===== src/rtl/core/dib_pkg.sv =====
// ----------------------------------------------------------------------------
// dib_pkg
// Shared widths, register indexes and types for the debounced input bank.
// ----------------------------------------------------------------------------
package dib_pkg;

    localparam int NUM_INPUTS = 8;
    localparam int NUM_TYPES  = 16;
    localparam int TYPE_W     = 4;
    localparam int TIMER_W    = 31;
    localparam int RAW_W      = 8;

    localparam int CFG_IDX_W  = 2;
    localparam int CFG_DATA_W = 32;
    localparam int TYPES_W    = NUM_INPUTS * TYPE_W;

    // stream payload widths, rounded up to whole bytes
    localparam int IN_BITS    = RAW_W + TIMER_W;
    localparam int IN_TDATA_W = ((IN_BITS + 7) / 8) * 8;
    localparam int OUT_BITS   = NUM_INPUTS + 2 * NUM_TYPES;
    localparam int OUT_TDATA_W = ((OUT_BITS + 7) / 8) * 8;

    typedef enum logic [CFG_IDX_W-1:0] {
        CFG_SETTLE_TIME = 2'd0,
        CFG_INV_MASK    = 2'd1,
        CFG_INPUT_TYPES = 2'd2
    } t_cfg_idx;

    typedef logic [TIMER_W-1:0]    t_timer;
    typedef logic [NUM_TYPES-1:0]  t_type_mask;

endpackage


===== src/rtl/core/dib_lane.sv =====
// ----------------------------------------------------------------------------
// dib_lane
// One input channel: change timer and debounced state.
// ----------------------------------------------------------------------------
module dib_lane (
    input  logic             i_clk,
    input  logic             i_rst_n,
    input  logic             i_en,
    input  logic             i_level,
    input  dib_pkg::t_timer  i_step,
    input  dib_pkg::t_timer  i_settle_time,
    output logic             o_state_nxt,
    output logic             o_state
);

    dib_pkg::t_timer            r_timer;
    dib_pkg::t_timer            n_timer;
    logic                       r_state;
    logic                       n_state;
    logic [dib_pkg::TIMER_W:0]  w_sum;
    dib_pkg::t_timer            w_sat;

    always_comb begin
        w_sum = {1'b0, r_timer} + {1'b0, i_step};
        // saturate at the timer's full scale
        w_sat = w_sum[dib_pkg::TIMER_W] ? '1 : w_sum[dib_pkg::TIMER_W-1:0];
        n_state = r_state;
        n_timer = '0;
        if (i_level != r_state) begin
            if (w_sat >= i_settle_time) begin
                n_state = i_level;
            end else begin
                n_timer = w_sat;
            end
        end
    end

    always_ff @(posedge i_clk) begin
        if (!i_rst_n) begin
            r_timer <= '0;
            r_state <= 1'b0;
        end else if (i_en) begin
            r_timer <= n_timer;
            r_state <= n_state;
        end
    end

    assign o_state_nxt = n_state;
    assign o_state     = r_state;

endmodule


===== src/rtl/core/dib_type_mask.sv =====
// ----------------------------------------------------------------------------
// dib_type_mask
// Builds the per-type "on" and "present" summary masks.
// ----------------------------------------------------------------------------
module dib_type_mask (
    input  logic [dib_pkg::NUM_INPUTS-1:0] i_states,
    input  logic [dib_pkg::TYPES_W-1:0]    i_types,
    output dib_pkg::t_type_mask            o_on_mask,
    output dib_pkg::t_type_mask            o_present_mask
);

    logic [dib_pkg::TYPE_W-1:0] w_code;

    always_comb begin
        o_on_mask      = '0;
        o_present_mask = '0;
        w_code         = '0;
        for (int i = 0; i < dib_pkg::NUM_INPUTS; i++) begin
            w_code = i_types[i*dib_pkg::TYPE_W +: dib_pkg::TYPE_W];
            // codes past the last type contribute nothing
            if ({1'b0, w_code} < (dib_pkg::TYPE_W+1)'(dib_pkg::NUM_TYPES)) begin
                o_present_mask[w_code] = 1'b1;
                if (i_states[i]) begin
                    o_on_mask[w_code] = 1'b1;
                end
            end
        end
    end

endmodule


===== src/rtl/core/debounced_input_bank.sv =====
// ----------------------------------------------------------------------------
// debounced_input_bank
// Time-accumulating debounce of eight digital inputs with per-type masks.
// ----------------------------------------------------------------------------
// Path: the input register, then the lane update into the result register;
//   all lanes update in parallel.
// Throughput: one tick per cycle while m_axis_tready keeps the result moving.
// Reset (synchronous, i_rst_n low): clears debounced states, timers,
//   configuration registers and both valid flags.
// ----------------------------------------------------------------------------
module debounced_input_bank (
    input  logic                              i_clk,
    input  logic                              i_rst_n,
    // configuration
    input  logic                              i_cfg_we,
    input  logic [dib_pkg::CFG_IDX_W-1:0]     i_cfg_idx,
    input  logic [dib_pkg::CFG_DATA_W-1:0]    i_cfg_data,
    // input ticks
    input  logic                              s_axis_tvalid,
    output logic                              s_axis_tready,
    // [7:0] raw_levels, [38:8] time_step, [39] zero
    input  logic [dib_pkg::IN_TDATA_W-1:0]    s_axis_tdata,
    // results
    output logic                              m_axis_tvalid,
    input  logic                              m_axis_tready,
    // [7:0] debounced, [23:8] type_on_mask, [39:24] type_present_mask
    output logic [dib_pkg::OUT_TDATA_W-1:0]   m_axis_tdata
);

    // configuration registers
    dib_pkg::t_timer                r_settle_time;
    logic [dib_pkg::RAW_W-1:0]      r_inv_mask;
    logic [dib_pkg::TYPES_W-1:0]    r_types;

    // input register
    logic                           r_in_vld;
    logic [dib_pkg::RAW_W-1:0]      r_raw;
    dib_pkg::t_timer                r_step;

    // result register
    logic                           r_out_vld;
    logic [dib_pkg::NUM_INPUTS-1:0] r_deb;
    dib_pkg::t_type_mask            r_on;
    dib_pkg::t_type_mask            r_present;

    logic                           w_adv;
    logic [dib_pkg::NUM_INPUTS-1:0] w_state_nxt;
    logic [dib_pkg::NUM_INPUTS-1:0] w_state;
    dib_pkg::t_type_mask            w_on;
    dib_pkg::t_type_mask            w_present;

    always_ff @(posedge i_clk) begin
        if (!i_rst_n) begin
            r_settle_time <= '0;
            r_inv_mask    <= '0;
            r_types       <= '0;
        end else if (i_cfg_we) begin
            case (dib_pkg::t_cfg_idx'(i_cfg_idx))
                dib_pkg::CFG_SETTLE_TIME: r_settle_time <= i_cfg_data[dib_pkg::TIMER_W-1:0];
                dib_pkg::CFG_INV_MASK:    r_inv_mask    <= i_cfg_data[dib_pkg::RAW_W-1:0];
                dib_pkg::CFG_INPUT_TYPES: r_types       <= i_cfg_data[dib_pkg::TYPES_W-1:0];
                default: ;
            endcase
        end
    end

    // compute stage moves when it holds a tick and the result slot is free or being drained
    assign w_adv         = r_in_vld && (!r_out_vld || m_axis_tready);
    assign s_axis_tready = !r_in_vld || w_adv;

    always_ff @(posedge i_clk) begin
        if (!i_rst_n) begin
            r_in_vld <= 1'b0;
        end else if (s_axis_tready) begin
            r_in_vld <= s_axis_tvalid;
        end
    end

    always_ff @(posedge i_clk) begin
        if (s_axis_tvalid && s_axis_tready) begin
            r_raw  <= s_axis_tdata[dib_pkg::RAW_W-1:0];
            r_step <= s_axis_tdata[dib_pkg::RAW_W +: dib_pkg::TIMER_W];
        end
    end

    for (genvar g = 0; g < dib_pkg::NUM_INPUTS; g++) begin : g_lane
        dib_lane u_lane (
            .i_clk         (i_clk),
            .i_rst_n       (i_rst_n),
            .i_en          (w_adv),
            .i_level       (r_raw[g] ^ r_inv_mask[g]),
            .i_step        (r_step),
            .i_settle_time (r_settle_time),
            .o_state_nxt   (w_state_nxt[g]),
            .o_state       (w_state[g])
        );
    end

    dib_type_mask u_type_mask (
        .i_states       (w_state_nxt),
        .i_types        (r_types),
        .o_on_mask      (w_on),
        .o_present_mask (w_present)
    );

    always_ff @(posedge i_clk) begin
        if (!i_rst_n) begin
            r_out_vld <= 1'b0;
        end else if (w_adv) begin
            r_out_vld <= 1'b1;
        end else if (m_axis_tready) begin
            r_out_vld <= 1'b0;
        end
    end

    always_ff @(posedge i_clk) begin
        if (w_adv) begin
            r_deb     <= w_state_nxt;
            r_on      <= w_on;
            r_present <= w_present;
        end
    end

    assign m_axis_tvalid = r_out_vld;
    assign m_axis_tdata  = dib_pkg::OUT_TDATA_W'({r_present, r_on, r_deb});

    // lane state only moves on a compute-stage transfer
    a_state_hold: assert property (@(posedge i_clk) disable iff (!i_rst_n)
        !w_adv |=> $stable(w_state))
        else $error("debounced state changed without a transfer");

    // reported states match the lane registers right after an update
    a_deb_match: assert property (@(posedge i_clk) disable iff (!i_rst_n)
        w_adv |=> (r_deb == w_state))
        else $error("result debounced field differs from lane state");

    // an input that is on must also mark its type present
    a_on_subset: assert property (@(posedge i_clk) disable iff (!i_rst_n)
        r_out_vld |-> ((r_on & ~r_present) == '0))
        else $error("type on mask not within present mask");

    // stalling upstream only when a tick is held
    a_ready_full: assert property (@(posedge i_clk) disable iff (!i_rst_n)
        !s_axis_tready |-> (r_in_vld && r_out_vld))
        else $error("input stalled with free slots");

endmodule

===== config.mk =====
export PLATFORM = sky130hd
export DESIGN_NAME = debounced_input_bank
export DESIGN_NICKNAME = d
export VERILOG_FILES = /design/src/rtl/core/dib_pkg.sv /design/src/rtl/core/dib_lane.sv /design/src/rtl/core/dib_type_mask.sv /design/src/rtl/core/debounced_input_bank.sv
export SDC_FILE = /design/constraint.sdc
export NUM_CORES = 2
export LEC_CHECK = 0
export BUFFER_PORTS_ARGS = -buffer_cell sky130_fd_sc_hd__buf_2
export CORE_AREA = 2 2 245 247
export DETAILED_ROUTE_END_ITERATION = 12
export DIE_AREA = 0 0 247 249
export PLACE_DENSITY = 0.82
export REMOVE_ABC_BUFFERS = 1
export SLEW_MARGIN = 10
export SYNTH_ARGS = -nofsm -noshare
export SYNTH_HDL_FRONTEND = slang
export SYNTH_HIERARCHICAL = 1
export SYNTH_SLANG_ARGS = --single-unit
export TNS_END_PERCENT = 50

===== constraint.sdc =====
create_clock -name i_clk -period 7.7 [get_ports i_clk]
set_input_delay 1.155 -clock i_clk [delete_from_list [all_inputs] [get_ports i_clk]]
set_output_delay 1.155 -clock i_clk [all_outputs]
set_load 0.1 [all_outputs]

==> metrics.md <==
| Metric | Value |
|---|---|
| Status | complete, no violations |
| Hold Buf Count CTS | 0 |
| Hold EP | g_lane[6].u_lane/r_timer[0]$_SDFFE_PN0P_ |
| CTS Buf Count | 48 |
| Gr ovfl total | 0 |
| Pwr per Cell Area | 164 nW/um^2 |
| Adder-cell share of the synthesized area | 0.167 |
| Sequential Area | 8960 um^2 |
| RePlAce Congestion | 1.04 |
| Yosys cell types | 114 |
| Multi-input logic area | 26300 um^2 |
| Wire length per cell | 24.4 um |
| H-tree levels | 2 |
| Vias | 36.9k |
| Critical path type | reg2reg |
| Die H | 249 um |
| VDD IR max | 0.260 mV |
| Fmax | 141 MHz |
| Clock Path Buffers | 3 |
| Clock Latency Late Sink | 640 ps |
| Multiplexer share of the synthesized area | 0.0229 |
| Main synth FF type | dfxtp_1 |
| Setup Fix Bufs, Post-CTS | 0 |
| Total power | 6.66 mW |
| HP Class | reg2reg |
| Initial antenna violation count | 11 |
| Non-Filler Instances | 5456 |
| Worst path max stage delay | 1280 ps |
| Min Hold Slack | 457 ps |
| Async SR Flop Fraction | 0 |
| Simple-Gate Fraction of Synth Area | 0.188 |
| EDFF count, synth | 79 |
| Post-route ant nets | 0 |
| P&R area growth vs syn | 6.47% |
| IO Count | 121 |
| Share of cells above drive strength 1 | 0.0928 |
| Crit-path cells | ha_1 -> a21oi_1 -> o21bai_1 -> a221oi_2 -> o211ai_2 -> a31oi_4 -> a21bo_2 -> nand2_1 -> ha_1 -> nand4_1 -> nor4_1 -> o21ai_1 -> a311o_1 -> nand2_1 -> mux2_2 -> nand2_1 -> o32ai_1 -> or4_1 |
| Max-cap viol count | 0 |
| DRC Markers | 0 |
| Min-delay src | g_lane[6].u_lane/r_timer[0]$_SDFFE_PN0P_ |
| Die Wd | 247 um |
| Clock Tree Root | clkbuf_16 |
| Final hold violations | 0 |
| Seq/Total Area, Yosys | 0.236 |
| Post-route setup TNS | 0 ps |
| Final setup viols | 0 |
| Mapped Cells | 4614 |
| Syn. warnings | 6 |
| Die area | 61500 um^2 |
| Post-Route WL | 133000 um |
| Crit path top cell by count | nand2_1 |
| Critical path launch point type | flip-flop |
| Post-synth top area cell | dfxtp_1 |
| Largest family of logic cells by synthesized area | compound AO/OA/AOI/OAI gates |
| FF-to-FF End | r_on[4]$_DFFE_PP_ |
| Worst path arrival time | 7460 ps |
| Reg-to-reg setup timing slack | 600 ps |
| Buf/Inv on CP | 0 |
| Syn Std Cell Area | 38000 um^2 |
| CTS tree | done |
| DR vias/cell | 6.76 |
| Hold depth | 2 |
| First-pass GRT wire length | 199000 um |
| RSZ-0062 raised after global routing | no |
| Initial Util | 0.648 |
| # fillers | 4883 |
| Syn_area_per_cell | 8.24 um^2 |
| Share of the synthesized area in the top cell type | 0.173 |
| Starting DRT DRC Count | 3952 |
| Reg2reg path depth | 18 |
| CTS Sinks | 408 |
| Max_slew headroom | 0.0797 |
| Core box area | 58700 um^2 |
| Nets | 5219 |
| Synth Area in XOR/XNOR | 0.0463 |
| Slew @ Worst Pin | 1380 ps |
| Min cycle time layout | 7100 ps |
| Largest net degree at the start of global routing | 63 |
| Worst reg2reg startpoint | r_step[16]$_DFFE_PP_ |
| IO buf count | 119 |
| Cells resized by post-CTS repair | 0 |
| Drt first pass iters | 7 |
| Clk slew on worst S/H paths | 60 ps |
| Compound-cell area share of the yosys netlist | 0.267 |
| CP max FO | 23 |
| Crit end category | flip-flop |
| Yosys reg bits | 408 |
| Worst path required time | 8060 ps |
| CP delay by family, top | compound AO/OA/AOI/OAI gates |
| Critical path's slowest cell | edfxtp_1 |
| Leakage | 18.0 nW |
| Worst setup margin | 600 ps |
| Post-DP HPWL | 92600 um |
| Dpl cells | 5359 |
| Vias in the first global route | 34.1k |
| Tot GR Track Use | 0.420 |
| Slew Viols, Final | 0 |
| Setup WS pre-CTS | 952 ps |
| Ranking of synthesized cells by area | dfxtp_1 (17%), ha_1 (16%), edfxtp_1 (6.2%), nand2_1 (5.8%), a22o_1 (4.6%) |
| Row count | 89 |
| Tcrit/Tclk final | 0.922 |
| Skew final | 43.1 ps |
-- cells in the mapped netlist (all sizes together), types with 28 or more instances --
cell type and n:
and3 47, mux2i 77, xor2 100, edfxtp 79
a21o 183, or3 35, ha 496, nor2 202
nand2 610, a22o 199, o211ai 47, a211oi 50
buf 112, xnor2 101, nand3b 28, clkbuf 91
nand3 89, nand2b 70, dfxtp 329, a21oi 318
o21ai 237, a31oi 44, nor2b 62, and2 31
o22ai 69, inv 347, nor3 63, nand4 102
-- where the power goes --
group	total (mW)	switching, mW	internal [mW]
clock network	2.60	1.05	1.55
registers	2.40	0.148	2.26
logic	1.65	1.04	0.606
-- area by class of cell --
cell class,instances,share of cell area
multi-input cells,3649,0.651
flip-flops and latches,408,0.221
inverters,352,0.0343
clock buffers,60,0.0313
repair buffers,177,0.0258
well taps,773,0.0239
clock inverters,30,0.0121
diodes,7,0.000433
-- per-layer routing --
layer	global-route usage	part of all wire	wire [um]
met2	0.598	0.40	53600
met1	0.544	0.39	51400
met4	0.286	0.081	10800
met5	0	0.00069	92
met3	0.123	0.13	17100
-- layout by cell type (no fill, tap or decap), types with 61 or more instances in the layout --
cell type	Yosys	layout
a21o_1	173	173
nand2b_1	70	70
o22ai_1	69	69
a21oi_1	313	312
ha_1	496	496
xnor2_1	101	101
nand3_1	88	88
nand4_1	102	102
nor2_1	196	195
mux2i_1	77	77
nand2_1	590	590
edfxtp_1	79	79
a22o_1	199	199
inv_1	347	347
dfxtp_1	329	329
xor2_1	100	100
o21ai_0	173	173
buf_2	71	118
o21ai_1	61	61
-- cell families after synthesis --
group	Yosys count
buffers and inverters	557
AOI/OAI and AO/OA	1426
adders and majority gates	504
muxes	86
xor gates and xnor gates	201
and+or+nand+nor	1432
DFF	408
-- stage by stage --
step | instance area (um^2) | utilization
3_3_place_gp | 38700 | 0.659
5_1_grt | 40500 | 0.689
4_1_cts | 40500 | 0.689
2_1_floorplan | 36600 | -
6_report | 40500 | 0.690
3_5_place_dp | 38700 | 0.659
-- state kept, by name, indices dropped and copies added (netlist names) --
register               count
g_lane.u_lane/r_timer    248
m_axis_tvalid              1
r_present                 16
r_inv_mask                 8
r_raw                      8
r_settle_time             31
r_in_vld                   1
g_lane.u_lane/o_state      8
r_step                    31
r_deb                      8
r_on                      16
r_types                   32
-- worst register-to-register path: stages (launching register included) --
cell,delay (ps)
edfxtp_1,1280
ha_1,510
a21oi_1,220
o21bai_1,90
a221oi_2,210
o211ai_2,240
a31oi_4,280
a21bo_2,530
nand2_1,240
ha_1,350
nand4_1,150
nor4_1,590
o21ai_1,150
a311o_1,420
nand2_1,220
mux2_2,490
nand2_1,190
o32ai_1,90
or4_1,580
-- how the worst max path moves through the flow --
stage                    startpoint                                        end  slack, ps  cells after the start
4_1_cts        r_step[16]$_DFFE_PP_                          r_on[8]$_DFFE_PP_        900                     19
5_1_grt        r_step[16]$_DFFE_PP_                          r_on[8]$_DFFE_PP_        450                     19
2_1_floorplan  r_step[24]$_DFFE_PP_  g_lane[1].u_lane/r_timer[29]$_SDFFE_PN0P_       1650                     18
3_5_place_dp   r_step[16]$_DFFE_PP_                          r_on[8]$_DFFE_PP_        950                     19
6_report       r_step[16]$_DFFE_PP_                          r_on[4]$_DFFE_PP_        600                     18
3_3_place_gp   r_step[16]$_DFFE_PP_                          r_on[8]$_DFFE_PP_        980                     19
No activity file was read; power rests on OpenSTA's default activity.
